$ cat config.mk
export PLATFORM = sky130hd
export DESIGN_NAME = rkc98_key_mod
export DESIGN_NICKNAME = d
export VERILOG_FILES = /design/src/hdl/rkc98_pkg.sv /design/src/hdl/rkc98_key_mod.sv
export SDC_FILE = /design/constraint.sdc
export NUM_CORES = 1
export LEC_CHECK = 0
export BUFFER_PORTS_ARGS = -buffer_cell sky130_fd_sc_hd__buf_2
export CAP_MARGIN = 20
export CORE_MARGIN = 1
export CORE_UTILIZATION = 30
export CTS_CLUSTER_DIAMETER = 50
export CTS_CLUSTER_SIZE = 40
export DETAILED_ROUTE_END_ITERATION = 10
export GPL_ROUTABILITY_DRIVEN = 0
export GPL_TIMING_DRIVEN = 0
export PLACE_DENSITY = 0.57
export SLEW_MARGIN = 10
export SYNTH_ARGS = -nofsm -noshare
export SYNTH_HDL_FRONTEND = slang
export SYNTH_SLANG_ARGS = --single-unit
$ cat constraint.sdc
create_clock -name clk -period 3.1 [get_ports clk]
set_clock_uncertainty 0.1 [all_clocks]
set_input_delay 0.31 -clock clk [delete_from_list [all_inputs] [get_ports clk]]
set_output_delay 0.31 -clock clk [all_outputs]
set_load 0.02 [all_outputs]
$ cat src/hdl/rkc98_pkg.sv
// ----------------------------------------------------------------------------
// rkc98_pkg
// Shared types and constants for the 98-symbol running-key cipher core.
// ----------------------------------------------------------------------------
package rkc98_pkg;

  localparam int BOOK_DEPTH_DEF = 4096;
  localparam int KEY_W          = 16;

  localparam logic [1:0] MODE_LOAD = 2'd0;
  localparam logic [1:0] MODE_ENC  = 2'd1;
  localparam logic [1:0] MODE_DEC  = 2'd2;

  localparam logic [2:0] ST_OK    = 3'd0;
  localparam logic [2:0] ST_BLANK = 3'd1;
  localparam logic [2:0] ST_FULL  = 3'd2;
  localparam logic [2:0] ST_EMPTY = 3'd3;
  localparam logic [2:0] ST_BAD   = 3'd4;

  localparam logic [8:0] ALPHABET     = 9'd98;
  localparam logic [8:0] ALPHABET_X2  = 9'd196;
  localparam logic [6:0] SYM_TAB      = 7'd96;
  localparam logic [6:0] SYM_NEWLINE  = 7'd97;
  localparam logic [7:0] PRINT_OFFSET = 8'd31;
  localparam logic [7:0] CHR_TAB      = 8'd9;
  localparam logic [7:0] CHR_NEWLINE  = 8'd10;

  typedef struct packed {
    logic [1:0] mode;
    logic [7:0] in_byte;
    logic       last;
  } in_item_t;

  typedef struct packed {
    logic [7:0] out_value;
    logic [2:0] status;
  } out_item_t;

endpackage

$ cat src/hdl/rkc98_key_mod.sv
// ----------------------------------------------------------------------------
// rkc98_key_mod
// Bit-serial remainder of the 16-bit key by the book length, one key bit
// per cycle (restoring division, quotient discarded).
// ----------------------------------------------------------------------------
module rkc98_key_mod
  import rkc98_pkg::*;
#(
  parameter int CNT_W = $clog2(BOOK_DEPTH_DEF + 1)
) (
  input  logic             clk,
  input  logic             rst_n,
  input  logic             start,
  input  logic [KEY_W-1:0] key,
  input  logic [CNT_W-1:0] divisor,
  output logic             done,
  output logic [CNT_W-1:0] remainder
);

  localparam int STEP_W = $clog2(KEY_W);

  logic              busy_r, busy_nxt;
  logic              done_r, done_nxt;
  logic [STEP_W-1:0] step_r, step_nxt;
  logic [KEY_W-1:0]  key_r, key_nxt;
  logic [CNT_W-1:0]  rem_r, rem_nxt;
  logic [CNT_W:0]    trial;

  always_comb begin
    busy_nxt = busy_r;
    done_nxt = 1'b0;
    step_nxt = step_r;
    key_nxt  = key_r;
    rem_nxt  = rem_r;
    trial    = {rem_r, key_r[KEY_W-1]};
    if (start) begin
      busy_nxt = 1'b1;
      step_nxt = '0;
      key_nxt  = key;
      rem_nxt  = '0;
    end else if (busy_r) begin
      if (trial >= {1'b0, divisor}) begin
        rem_nxt = CNT_W'(trial - {1'b0, divisor});
      end else begin
        rem_nxt = CNT_W'(trial);
      end
      key_nxt  = {key_r[KEY_W-2:0], 1'b0};
      step_nxt = step_r + 1'b1;
      if (step_r == STEP_W'(KEY_W - 1)) begin
        busy_nxt = 1'b0;
        done_nxt = 1'b1;
      end
    end
  end

  always_ff @(posedge clk) begin
    if (!rst_n) begin
      busy_r <= 1'b0;
      done_r <= 1'b0;
      step_r <= '0;
    end else begin
      busy_r <= busy_nxt;
      done_r <= done_nxt;
      step_r <= step_nxt;
    end
    key_r <= key_nxt;
    rem_r <= rem_nxt;
  end

  assign done      = done_r;
  assign remainder = rem_r;

endmodule

==> Yosys cells after proc, flatten, opt, wreduce, memory -nomap -nowiden <==
Index checks and enable logic that the tools add are counted.
{ "word_totals": {"register_bits": 35, "latchBits": 0, "mem_bits_rw": 0, "mem_bits_ro": 0, "inputBits": 32, "out_inout_bits": 14, "elab_cells": 21, "memories": 0} }
{ "op_classes": {"n_addsub": 2, "n_mul": 0, "n_div": 0, "magnitude_cmp": 1, "n_eq_ne": 1, "shift": 0, "mux": 7, "bitwise_logic": 2, "n_reduce_logical": 3} }
{ "ops": {"columns": ["operator", "count"], "rows": [
  ["16-bit 2-to-1 mux", 2],
  ["14-bit by 13-bit >= comparator with 1-bit output", 1],
  ["13-bit 2-to-1 mux", 1],
  ["13-bit subtractor", 1],
  ["4-bit by 1-bit adder with 4-bit output (second input constant)", 1],
  ["4-bit == test (second input constant)", 1],
  ["1-bit 2-to-1 mux", 4],
  ["3-bit OR reduction", 1],
  ["1-bit NOT", 2],
  ["2-bit nonzero test", 1],
  ["2-bit OR reduction", 1]
]} }

==> Logic depth before layout (Yosys ltp) <==
Gate-level depths: netlist (run 1).
{ "logic_depth": {"depth_word": 4, "mapped_depth": 10, "mapped_depth_nobuf": 9} }

==> Least setup slack after synthesis (run 1) <==
Ideal clock, no wire load.
{ "synth_path": {"kind": "reg2reg", "startpoint": "reg rem_r[0] (netlist: remainder[0])", "endpoint": "reg rem_r[10] (netlist: remainder[10])", "setup_ps": 122, "t_arrival_ps": 2343, "t_required_ps": 2878, "setup_slack_ps": 536, "stages_incl_launch_ff": 10, "path_buffers": 1, "period_less_slack_ps": 2564, "cell_sequence": "dfxtp_1 -> inv_1 -> fa_1 -> nand2b_1 -> a21oi_1 -> o31a_1 -> o31a_1 -> clkbuf_1 -> o221ai_1 -> o311a_1"} }
{ "synth_between": {"elab_chain_len": 2, "word_cells_on_any_way": 3, "cone_classes": "1 x add/sub; 1 x order compare; 1 x mux"} }
{ "synth_rtl": {"columns": ["element", "line", "text"], "rows": [
  ["start: declaration", "rkc98_key_mod.sv:26", "logic [CNT_W-1:0] rem_r, rem_nxt;"],
  ["start signal: assignment", "rkc98_key_mod.sv:67", "rem_r <= rem_nxt;"],
  ["13-bit subtractor / 14-bit by 13-bit >= comparator with 1-bit output (equally long branches)", "rkc98_key_mod.sv:43, rkc98_key_mod.sv:42", null],
  ["13-bit 2-to-1 mux *", "rkc98_key_mod.sv:42", "if (trial >= {1'b0, divisor}) begin"]
]} }
Every way passes the cells marked *; elsewhere a longest branch is shown, timed or not.
A chain may end at the register's enable or synchronous reset.

==> Worst setup path in the final report (run 1) <==
{ "layout_path": {"startpoint": "reg key_r[15]", "endpoint": "reg rem_r[1] (netlist: remainder[1])"} }
{ "layout_between": {"elab_chain_len": 2, "word_cells_on_any_way": 3, "cone_classes": "1 x add/sub; 1 x order compare; 1 x mux"} }
{ "layout_rtl": {"columns": ["element", "line", "text"], "rows": [
  ["start: declaration", "rkc98_key_mod.sv:25", "logic [KEY_W-1:0] key_r, key_nxt;"],
  ["start signal: assignment", "rkc98_key_mod.sv:66", "key_r <= key_nxt;"],
  ["13-bit subtractor / 14-bit by 13-bit >= comparator with 1-bit output (equally long branches)", "rkc98_key_mod.sv:43, rkc98_key_mod.sv:42", null],
  ["13-bit 2-to-1 mux *", "rkc98_key_mod.sv:42", null]
]} }
Marks and branches as above.

==> impl_metrics.env, run 1 <==
export IMPL_powerDensity_mw_per_mm2=459
export IMPL_synth_top_family_by_area="compound AO/OA/AOI/OAI gates"
export IMPL_drtPass1Iterations=4
export IMPL_yosysTopAreaCell="edfxtp_1"
export IMPL_core_area_mm2=0.00725
export IMPL_synth_avg_cell_area_um2=9.39
export IMPL_synth_async_sr_flop_share_pct=0
export IMPL_initial_core_util_pct=30.9
export IMPL_status="finished, final reports clean"
export IMPL_period_minus_slack_ns=2.83
export IMPL_dp_hpwl_mm=4.11
export IMPL_fp_dieH_um=88.5
export IMPL_timing_final_crit_share_pct=91.4
export IMPL_syn_cell_area_mm2=0.00224
export IMPL_yosysWarningCount=0
export IMPL_ir_worst_vdd_v=0.000178
export IMPL_portBuffers=45
export IMPL_tightest_slew_ns=0.648
export IMPL_crit_required_ns=3.17
export IMPL_synth_mux_area_share_pct=8.42
export IMPL_path_cells="inv_1, ha_1, fa_1, nand2b_1, a21oi_1, o31a_1, o31a_1, buf_4, or2_1, buf_6, a221o_1"
export IMPL_wl_per_cell_um=13.9
export IMPL_antenna_found_initial=0
export IMPL_yosys_area_share_simple_pct=15.6
export IMPL_synth_seq_cells=35
export IMPL_cts_clk_slew_worst_paths_ns=0.07
export IMPL_htreeDepth=2
export IMPL_max_freq_mhz=353
export IMPL_placedCellCount=383
export IMPL_hold_path_class="input port to flop"
export IMPL_worstPathMaxFanout=10
export IMPL_syn_inst=239
export IMPL_synthXorXnorAreaFrac_pct=3.12
export IMPL_setup_viol=0
export IMPL_clock_sinks=35
export IMPL_drv_slew=0
export IMPL_cpMostUsedCell="o31a_1"
export IMPL_die_w_um=88.5
export IMPL_netlist_top_cells_area="edfxtp_1 (21%), dfxtp_1 (17%), ha_1 (7.8%), mux2_2 (7.5%), nor2_1 (4.7%)"
export IMPL_final_hold_violation_count=0
export IMPL_start_kind="flop"
export IMPL_synth_most_common_cell="nor2_1"
export IMPL_grt_pass1_vias=1962
export IMPL_fp_row_count=31
export IMPL_vias=1959
export IMPL_synth_nets=286
export IMPL_synth_edf_count=16
export IMPL_ys_seq_area_share_pct=38.4
export IMPL_crit_path_end_kind="flop"
export IMPL_fin_nets=341
export IMPL_yosys_area_top_type_share_pct=21.4
export IMPL_crit_buf_inv=3
export IMPL_antenna_cells=0
export IMPL_drv_max_cap_violation_count=0
export IMPL_crit_type="flop to flop"
export IMPL_grt_util_all_layers_pct=15.0
export IMPL_drt_iter0_drc=111
export IMPL_grt_max_degree=17
export IMPL_clk_latency_ns=0.29
export IMPL_crit_path_max_incr_delay_ns=0.42
export IMPL_critPathArrivalTime_ns=2.90
export IMPL_cts_made_buffers=5
export IMPL_drc=0
export IMPL_syn_to_final_growth_pct=20.6
export IMPL_finalPower_mw=1.24
export IMPL_pin_count=46
export IMPL_synth_fa_ha_area_share_pct=8.70
export IMPL_clockRootBuffer="clkbuf_8"
export IMPL_rsz0062_at_grt="false"
export IMPL_grt_remaining_overflow=0
export IMPL_synth_common_cells="nor2_1 (28), dfxtp_1 (19), inv_1 (18), edfxtp_1 (16), mux2_2 (15)"
export IMPL_wl_mm=5.49
export IMPL_layout_cells_non_filler=394
export IMPL_synth_cell_types=47
export IMPL_vias_per_cell=4.97
export IMPL_clockBufferDepth=2
export IMPL_dieArea_mm2=0.00783
export IMPL_cts_tree="done"
export IMPL_cpMaxStageDelayCell="edfxtp_1"
export IMPL_synth_ff_type="dfxtp_1"
export IMPL_drive_gt1_share_pct=25.1
export IMPL_cpLargestDelayFamily="compound AO/OA/AOI/OAI gates"
export IMPL_leakage_nw=1.18
export IMPL_ant_nets=0
export IMPL_relSlewSlack_pct=56.5
export IMPL_whs_ns=0.150
export IMPL_grt_pass1_wl_mm=9.19
export IMPL_setup_tns_ns=0
export IMPL_synth_compound_area_share_pct=20.8
worst reg2reg max path, delay by kind of cell (launching register included):
kind            cells  cell delay, ns
fa+ha+maj           2            0.39
simple gates        2            0.41
compound gates      4            1.01
flops               1            0.42
buf+inv             3            0.40
metal layers:
| metal | GRT usage (%) | vias up | wire length [um] |
|---|---|---|---|
| met4 | 3.37 | 0 | 44 |
| met1 | 20.6 | 920 | 2670 |
| met5 | 0 | - | 0 |
| met3 | 2.52 | 5 | 165 |
| li1 | - | 998 | - |
| met2 | 24.8 | 36 | 2610 |
kinds of logic (layout without fill, tap and decap cells):
| kind of cell | after synthesis | count (layout) |
|---|---|---|
| simple gates | 74 | 74 |
| xor+xnor | 8 | 8 |
| flops | 35 | 35 |
| buf+inv | 28 | 84 |
| compound gates | 62 | 62 |
| mux | 17 | 17 |
| fa+ha+maj | 15 | 15 |
sequential cells by signal, indices dropped and copies added, names as in the netlist:
name / cells
step_r: 4
done: 1
remainder: 13
busy_r: 1
key_r: 16
per-stage QoR:
stage,cell area [um^2],util [%],setup slack (ns)
finish,2710,37.3,0.267
global route,2710,37.3,0.0957
CTS,2680,37.0,0.0234
detailed placement,2590,35.7,0.0129
global placement,2590,35.7,-0.0114
floorplan,2240,-,0.536
path summary, 6_finish.rpt:
kind              startpoint           end  slack (ns)  depth (start not counted)
setup reg to reg   key_r[15]  remainder[1]        0.27                         11
hold reg to reg    step_r[3]          done        0.37                          2
setup / recovery   key_r[15]  remainder[1]        0.27                         11
hold / removal         rst_n        busy_r        0.15                          2
where the power goes:
group | internal, mW | total [mW] | leakage, nW | switching, mW
combinational | 0.148 | 0.349 | 0.818 | 0.201
sequential | 0.528 | 0.555 | 0.317 | 0.0273
clock | 0.178 | 0.339 | 0.0459 | 0.161
total | 0.854 | 1.24 | 1.18 | 0.389
layout make-up:
class	instances	area, um^2
Clock buffer	7	86.3
Clock inverter	1	3.75
Sequential cell	35	861
Tap cell	99	124
Fill cell	780	4550
Multi-Input combinational cell	176	1270
Timing Repair Buffer	48	248
Buffer	10	46.3
Inverter	18	67.6
cell usage in the layout (no fill, tap or decap), types with 2 or more instances in the layout:
cell type | synthesis | layout
o21a_1 | 5 | 5
a21oi_1 | 10 | 10
and2_1 | 2 | 2
o21ai_1 | 2 | 2
nand2_1 | 13 | 13
ha_1 | 14 | 14
mux2i_1 | 2 | 2
o21ai_0 | 4 | 4
edfxtp_1 | 16 | 16
a211oi_1 | 3 | 3
o31a_1 | 3 | 3
nor2_1 | 28 | 28
dfxtp_1 | 19 | 19
o311a_1 | 7 | 7
o221ai_1 | 3 | 3
nand4_1 | 4 | 4
and3_1 | 3 | 3
xnor2_1 | 4 | 4
nor4_1 | 3 | 3
inv_1 | 18 | 18
buf_2 | 0 | 45
a21o_1 | 3 | 3
o21bai_1 | 2 | 2
clkbuf_1 | 9 | 9
buf_4 | 0 | 3
xor2_1 | 4 | 4
nand3_1 | 3 | 3
nand2b_1 | 4 | 4
mux2_2 | 15 | 15
o31ai_1 | 2 | 2
clkbuf_8 | 0 | 6
o211ai_1 | 8 | 8
nor3_1 | 9 | 9
repair_timing:
item | CTS | global route
hold buffers | 0 | 0
buffers inserted | 0 | 3
endpoints found under the setup margin | 0 | 10
gates resized for setup | 0 | 2
(Power assumes the default switching activity.)
==> inputs of run 2 (changes only) <==
Settings changed: CORE_UTILIZATION 30 to 35, PLACE_DENSITY 0.57 to 0.63.
==> run 2 against run 1 <==
Combinational power is essentially flat. Clock-buffer cell count shrank 1. Sequential power is essentially flat. Via count is the same. Critical endpoint is now remainder[0]. Largest power group unchanged. Highest routed layer unchanged.
==> impl_metrics.env, run 2 (synthesis results as in run 1) <==
export IMPL_setup_tns_ns=0
export IMPL_grt_max_degree=17
export IMPL_ant_nets=0
export IMPL_vias=1959
export IMPL_layout_cells_non_filler=369
export IMPL_pin_count=46
export IMPL_dieArea_mm2=0.00673
export IMPL_final_common_cell="buf_2"
export IMPL_finalPower_mw=1.23
export IMPL_htreeDepth=2
export IMPL_start_kind="flop"
export IMPL_wl_per_cell_um=14.8
export IMPL_final_hold_violation_count=0
export IMPL_tightest_slew_ns=0.658
export IMPL_crit_path_end_kind="flop"
export IMPL_register_area_um2=861
export IMPL_antenna_cells=0
export IMPL_setup_viol=0
export IMPL_wl_mm=5.46
export IMPL_clockRootBuffer="clkbuf_8"
export IMPL_dp_hpwl_mm=4.02
export IMPL_critPathArrivalTime_ns=2.91
export IMPL_ir_worst_vdd_v=0.000203
export IMPL_status="finished, final reports clean"
export IMPL_cts_hold_buf=0
export IMPL_clockBufferDepth=2
export IMPL_period_minus_slack_ns=2.82
export IMPL_relSlewSlack_pct=56.1
export IMPL_fillers=634
export IMPL_cts_made_buffers=5
export IMPL_drtPass1Iterations=4
export IMPL_placedCellCount=359
export IMPL_crit_required_ns=3.19
export IMPL_drive_gt1_share_pct=25.2
export IMPL_crit_type="flop to flop"
export IMPL_grt_pass1_wl_mm=8.73
export IMPL_largest_register_ffs=16
export IMPL_portBuffers=45
export IMPL_fin_nets=340
export IMPL_rsz0062_at_grt="false"
export IMPL_fp_row_count=28
export IMPL_clk_latency_ns=0.29
export IMPL_powerDensity_mw_per_mm2=462
export IMPL_cts_tree="done"
export IMPL_antenna_found_initial=0
export IMPL_syn_to_final_growth_pct=18.7
export IMPL_multi_input_area_mm2=0.00127
export IMPL_cts_clk_slew_worst_paths_ns=0.07
export IMPL_clock_sinks=35
export IMPL_fp_dieH_um=82.1
export IMPL_grt_util_all_layers_pct=17.1
export IMPL_max_freq_mhz=355
export IMPL_drt_iter0_drc=136
export IMPL_drc=0
export IMPL_core_area_mm2=0.00606
export IMPL_largest_register="key_r"
export IMPL_timing_final_crit_share_pct=90.8
export IMPL_drv_slew=0
export IMPL_leakage_nw=1.17
export IMPL_initial_core_util_pct=37.0
export IMPL_grt_pass1_vias=1889
export IMPL_die_w_um=82.1
export IMPL_vias_per_cell=5.31
export IMPL_layout_common_cells="buf_2 (45), nor2_1 (28), dfxtp_1 (19), inv_1 (18), edfxtp_1 (16)"
export IMPL_hold_path_class="input port to flop"
export IMPL_grt_remaining_overflow=0
export IMPL_worstPathMaxFanout=10
export IMPL_drv_max_cap_violation_count=0
==> run 2: changes by cell type in the layout (fill, tap and decap cells not counted) <==
| cell | previous run | this run |
|---|---|---|
| clkinvlp_4 | 0 | 1 |
| buf_4 | 3 | 2 |
| clkinv_1 | 1 | 0 |
| clkinv_2 | 0 | 1 |
| clkbuf_8 | 6 | 5 |
==> run 2: layout make-up <==
type / count / share of cell area (%)
inverters: 18 / 2.54
plain buffers: 10 / 1.74
flip-flops and latches: 35 / 32.3
well taps: 75 / 3.52
clock inverters: 2 / 0.470
multi-input cells: 176 / 47.7
repair buffers: 47 / 9.02
clock buffers: 6 / 2.72
==> run 2: power breakdown <==
| group | switching [mW] | internal, mW | total [mW] |
|---|---|---|---|
| registers | 0.0279 | 0.527 | 0.555 |
| clock network | 0.171 | 0.157 | 0.328 |
| logic | 0.200 | 0.147 | 0.347 |
| total | 0.399 | 0.832 | 1.23 |
==> run 2: worst paths after layout <==
kind | start | to | slack [ns] | depth (start not counted)
min reg2reg | step_r[3] | done | 0.37 | 2
max reg2reg | key_r[15] | remainder[0] | 0.28 | 11
max | key_r[15] | remainder[0] | 0.28 | 11
min | rst_n | busy_r | 0.14 | 2
==> run 2: timing repair <==
action	CTS	global route
setup endpoints to repair	0	10
buffers inserted	0	2
resized for setup	0	2
==> run 2: critical path: stages (launching register included) <==
cell and delay [ns]:
edfxtp_1 0.38, inv_1 0.07, ha_1 0.18, fa_1 0.22
nand2b_1 0.16, a21oi_1 0.13, o31a_1 0.30, o31a_1 0.29
buf_4 0.17, or2_1 0.25, buf_6 0.16, a311oi_1 0.30
==> run 2: stage by stage <==
step / hold slack (ns) / util (%) / cell area (um^2) / setup slack [ns]
after floorplan: 0.328 / - / 2240 / 0.536
after global placement: 0.362 / 42.3 / 2560 / 0.0335
after detailed placement: 0.357 / 42.3 / 2560 / 0.00547
after CTS: 0.135 / 43.7 / 2650 / 0.0199
after global routing: 0.152 / 44.0 / 2660 / 0.150
final: 0.136 / 44.0 / 2660 / 0.284
==> run 2: layer usage <==
metal	vias to the layer above	GRT usage, %	part of all wire [%]
li1	998	-	-
met1	907	23.6	48
met2	45	26.2	46
met3	9	3.56	4.4
met4	0	5.61	1.8
met5	-	0	0
==> inputs of run 3 (changes only) <==
Settings changed: ABC_AREA from default to 1, PLACE_DENSITY 0.63 to 0.62.
==> run 3 against run 2 <==
Critical path depth up 1. Sequential share of layout area decreased by 3.7 points. Wire length rose by 1.3%. Power down 13%. Sequential power is 5.9% lower. Highest routed layer unchanged.
==> impl_metrics.env, run 3 <==
export IMPL_hold_path_class="input port to flop"
export IMPL_pin_count=46
export IMPL_synth_avg_cell_area_um2=6.98
export IMPL_synth_ff_type="dfxtp_1"
export IMPL_pre_cts_ws_ns=0.992
export IMPL_dp_hpwl_mm=4.41
export IMPL_start_kind="flop"
export IMPL_tightest_slew_ns=0.601
export IMPL_synth_seq_cells=35
export IMPL_final_common_cell="nand2_1"
export IMPL_crit_path_max_incr_delay_ns=0.40
export IMPL_initial_core_util_pct=36.9
export IMPL_cpMaxStageDelayCell="fa_1"
export IMPL_vias_per_cell=4.50
export IMPL_yosys_area_top_type_share_pct=19.9
export IMPL_clk_latency_ns=0.28
export IMPL_reg2reg_from="key_r[15]"
export IMPL_grt_pass1_vias=2128
export IMPL_period_minus_slack_ns=2.03
export IMPL_core_area_mm2=0.00691
export IMPL_yosysTopAreaCell="nand2_1"
export IMPL_postCtsSetupBuffers=0
export IMPL_clock_sinks=35
export IMPL_grt_pass1_wl_mm=9.53
export IMPL_die_w_um=87.3
export IMPL_drive_gt1_share_pct=22.2
export IMPL_r2r_slack_ns=1.07
export IMPL_antenna_cells=0
export IMPL_leakage_nw=1.69
export IMPL_final_hold_violation_count=0
export IMPL_setup_tns_ns=0
export IMPL_critPathArrivalTime_ns=2.12
export IMPL_antenna_found_initial=0
export IMPL_cts_hold_buf=0
export IMPL_gr_usage_met1_pct=21.1
export IMPL_cts_clk_slew_worst_paths_ns=0.08
export IMPL_powerDensity_mw_per_mm2=357
export IMPL_wl_mm=5.53
export IMPL_drt_iter0_drc=78
export IMPL_grt_max_degree=17
export IMPL_synth_common_cells="nand2_1 (135), inv_1 (65), nand3_1 (27), dfxtp_1 (19), nand4_1 (17)"
export IMPL_met2_usage_pct=25.8
export IMPL_cts_made_buffers=5
export IMPL_netlist_top_cells_area="nand2_1 (20%), edfxtp_1 (19%), dfxtp_1 (15%), inv_1 (9.6%), ha_1 (6.9%)"
export IMPL_layout_common_cells="nand2_1 (135), inv_1 (65), buf_2 (46), nand3_1 (27), dfxtp_1 (19)"
export IMPL_synth_edf_count=16
export IMPL_synth_async_sr_flop_share_pct=0
export IMPL_min_from="rst_n"
export IMPL_setup_viol=0
export IMPL_syn_cell_area_mm2=0.00255
export IMPL_fin_nets=464
export IMPL_clockBufferDepth=2
export IMPL_ant_nets=0
export IMPL_drtPass1Iterations=7
export IMPL_syn_to_final_growth_pct=18.0
export IMPL_ys_seq_area_share_pct=33.8
export IMPL_rr_worst_depth=12
export IMPL_synth_most_common_cell="nand2_1"
export IMPL_synth_nets=412
export IMPL_use_met3_pct=3.41
export IMPL_ctsResizeCount=0
export IMPL_fp_row_count=30
export IMPL_rsz0062_at_grt="false"
export IMPL_top_usage_layer="met2"
export IMPL_drv_max_cap_violation_count=0
export IMPL_crit_path_start="key_r[15]"
export IMPL_crit_path_end_kind="flop"
export IMPL_cpLargestDelayFamily="adder cells"
export IMPL_path_cells="inv_1, ha_1, fa_1, inv_1, nand2_1, nand3_2, nand2_4, nand3_4, buf_12, nand3_2, nand3_1, nand2_1"
export IMPL_grt_remaining_overflow=0
export IMPL_postLayoutCellArea_mm2=0.00301
export IMPL_largest_register_ffs=16
export IMPL_finalPower_mw=1.07
export IMPL_syn_inst=365
export IMPL_drc=0
export IMPL_largest_register="key_r"
export IMPL_placed_cell_area_mm2=0.00289
export IMPL_crit_type="flop to flop"
export IMPL_cts_tree="done"
export IMPL_htreeDepth=2
export IMPL_ir_worst_vdd_v=0.000224
export IMPL_status="finished, final reports clean"
export IMPL_clockRootBuffer="clkbuf_8"
export IMPL_crit_buf_inv=3
export IMPL_worstPathMaxFanout=10
export IMPL_dieArea_mm2=0.00763
export IMPL_fp_dieH_um=87.3
export IMPL_r2r_end="remainder[11]"
export IMPL_vias=2314
export IMPL_hold_path_endpoint="busy_r"
export IMPL_crit_required_ns=3.18
export IMPL_grt_util_all_layers_pct=16.0
export IMPL_synth_cell_types=28
export IMPL_timing_final_crit_share_pct=65.6
export IMPL_max_freq_mhz=491
export IMPL_wl_per_cell_um=10.8
export IMPL_portBuffers=45
export IMPL_yosysWarningCount=0
export IMPL_setup_ws_ns=1.07
export IMPL_relSlewSlack_pct=59.9
export IMPL_fin_util_pct=43.5
export IMPL_hold_depth=3
export IMPL_drv_slew=0
-- run 3: cell count changes after synthesis, sizes merged, moves of 9 or more --
cell,before,now
nand2,13,148
inv,18,68
nand3,3,35
mux2,15,0
nand4,4,17
nor2,29,20
-- run 3: cell type report --
class / count / area, um^2
plain buffers: 10 / 77.6
clock inverters: 1 / 5.00
flip-flops and latches: 35 / 861
multi-input cells: 252 / 1360
well taps: 96 / 120
clock buffers: 7 / 108
repair buffers: 45 / 225
fillers: 759 / 3900
inverters: 68 / 255
-- run 3: worst reg2reg max path, delay by kind of cell (launching register included) --
family / cells / cell delay (ns)
flip-flops: 1 / 0.32
adder cells (fa/ha/maj): 2 / 0.60
AND/OR/NAND/NOR: 7 / 0.58
buffers and inverters: 3 / 0.33
-- run 3: cells by family after synthesis --
group	synth area share, %
simple gates	41.2
buf+inv	13.1
flops	33.8
fa+ha+maj	7.66
compound gates	2.26
xor+xnor	2.06
-- run 3: metrics by stage --
step	std cells	hold WS [ns]
global placement	506	0.376
CTS	514	0.155
global route	514	0.153
floorplan	365	0.342
finish	514	0.167
detailed placement	506	0.383
-- run 3: metal layers --
metal,vias to the layer above,share of wire (%)
li1,1243,-
met1,1012,50
met2,50,44
met3,9,4.3
met4,0,1.5
met5,-,0
-- run 3: how the worst max path moves through the flow --
stage / to / slack [ns] / cells past startpoint
finish: remainder[11] / 1.07 / 12
floorplan: remainder[8] / 1.21 / 11
global route: remainder[11] / 0.89 / 12
CTS: remainder[11] / 1.06 / 12
detailed placement: remainder[11] / 0.99 / 12
global placement: remainder[11] / 1.00 / 12
-- run 3: power breakdown --
part           leakage [nW]  switching [mW]  total, mW  internal, mW
clock network        0.0594           0.167      0.395         0.228
logic                  1.31          0.0973      0.157        0.0597
registers             0.318         0.00879      0.522         0.513
total                  1.69           0.273       1.07         0.800
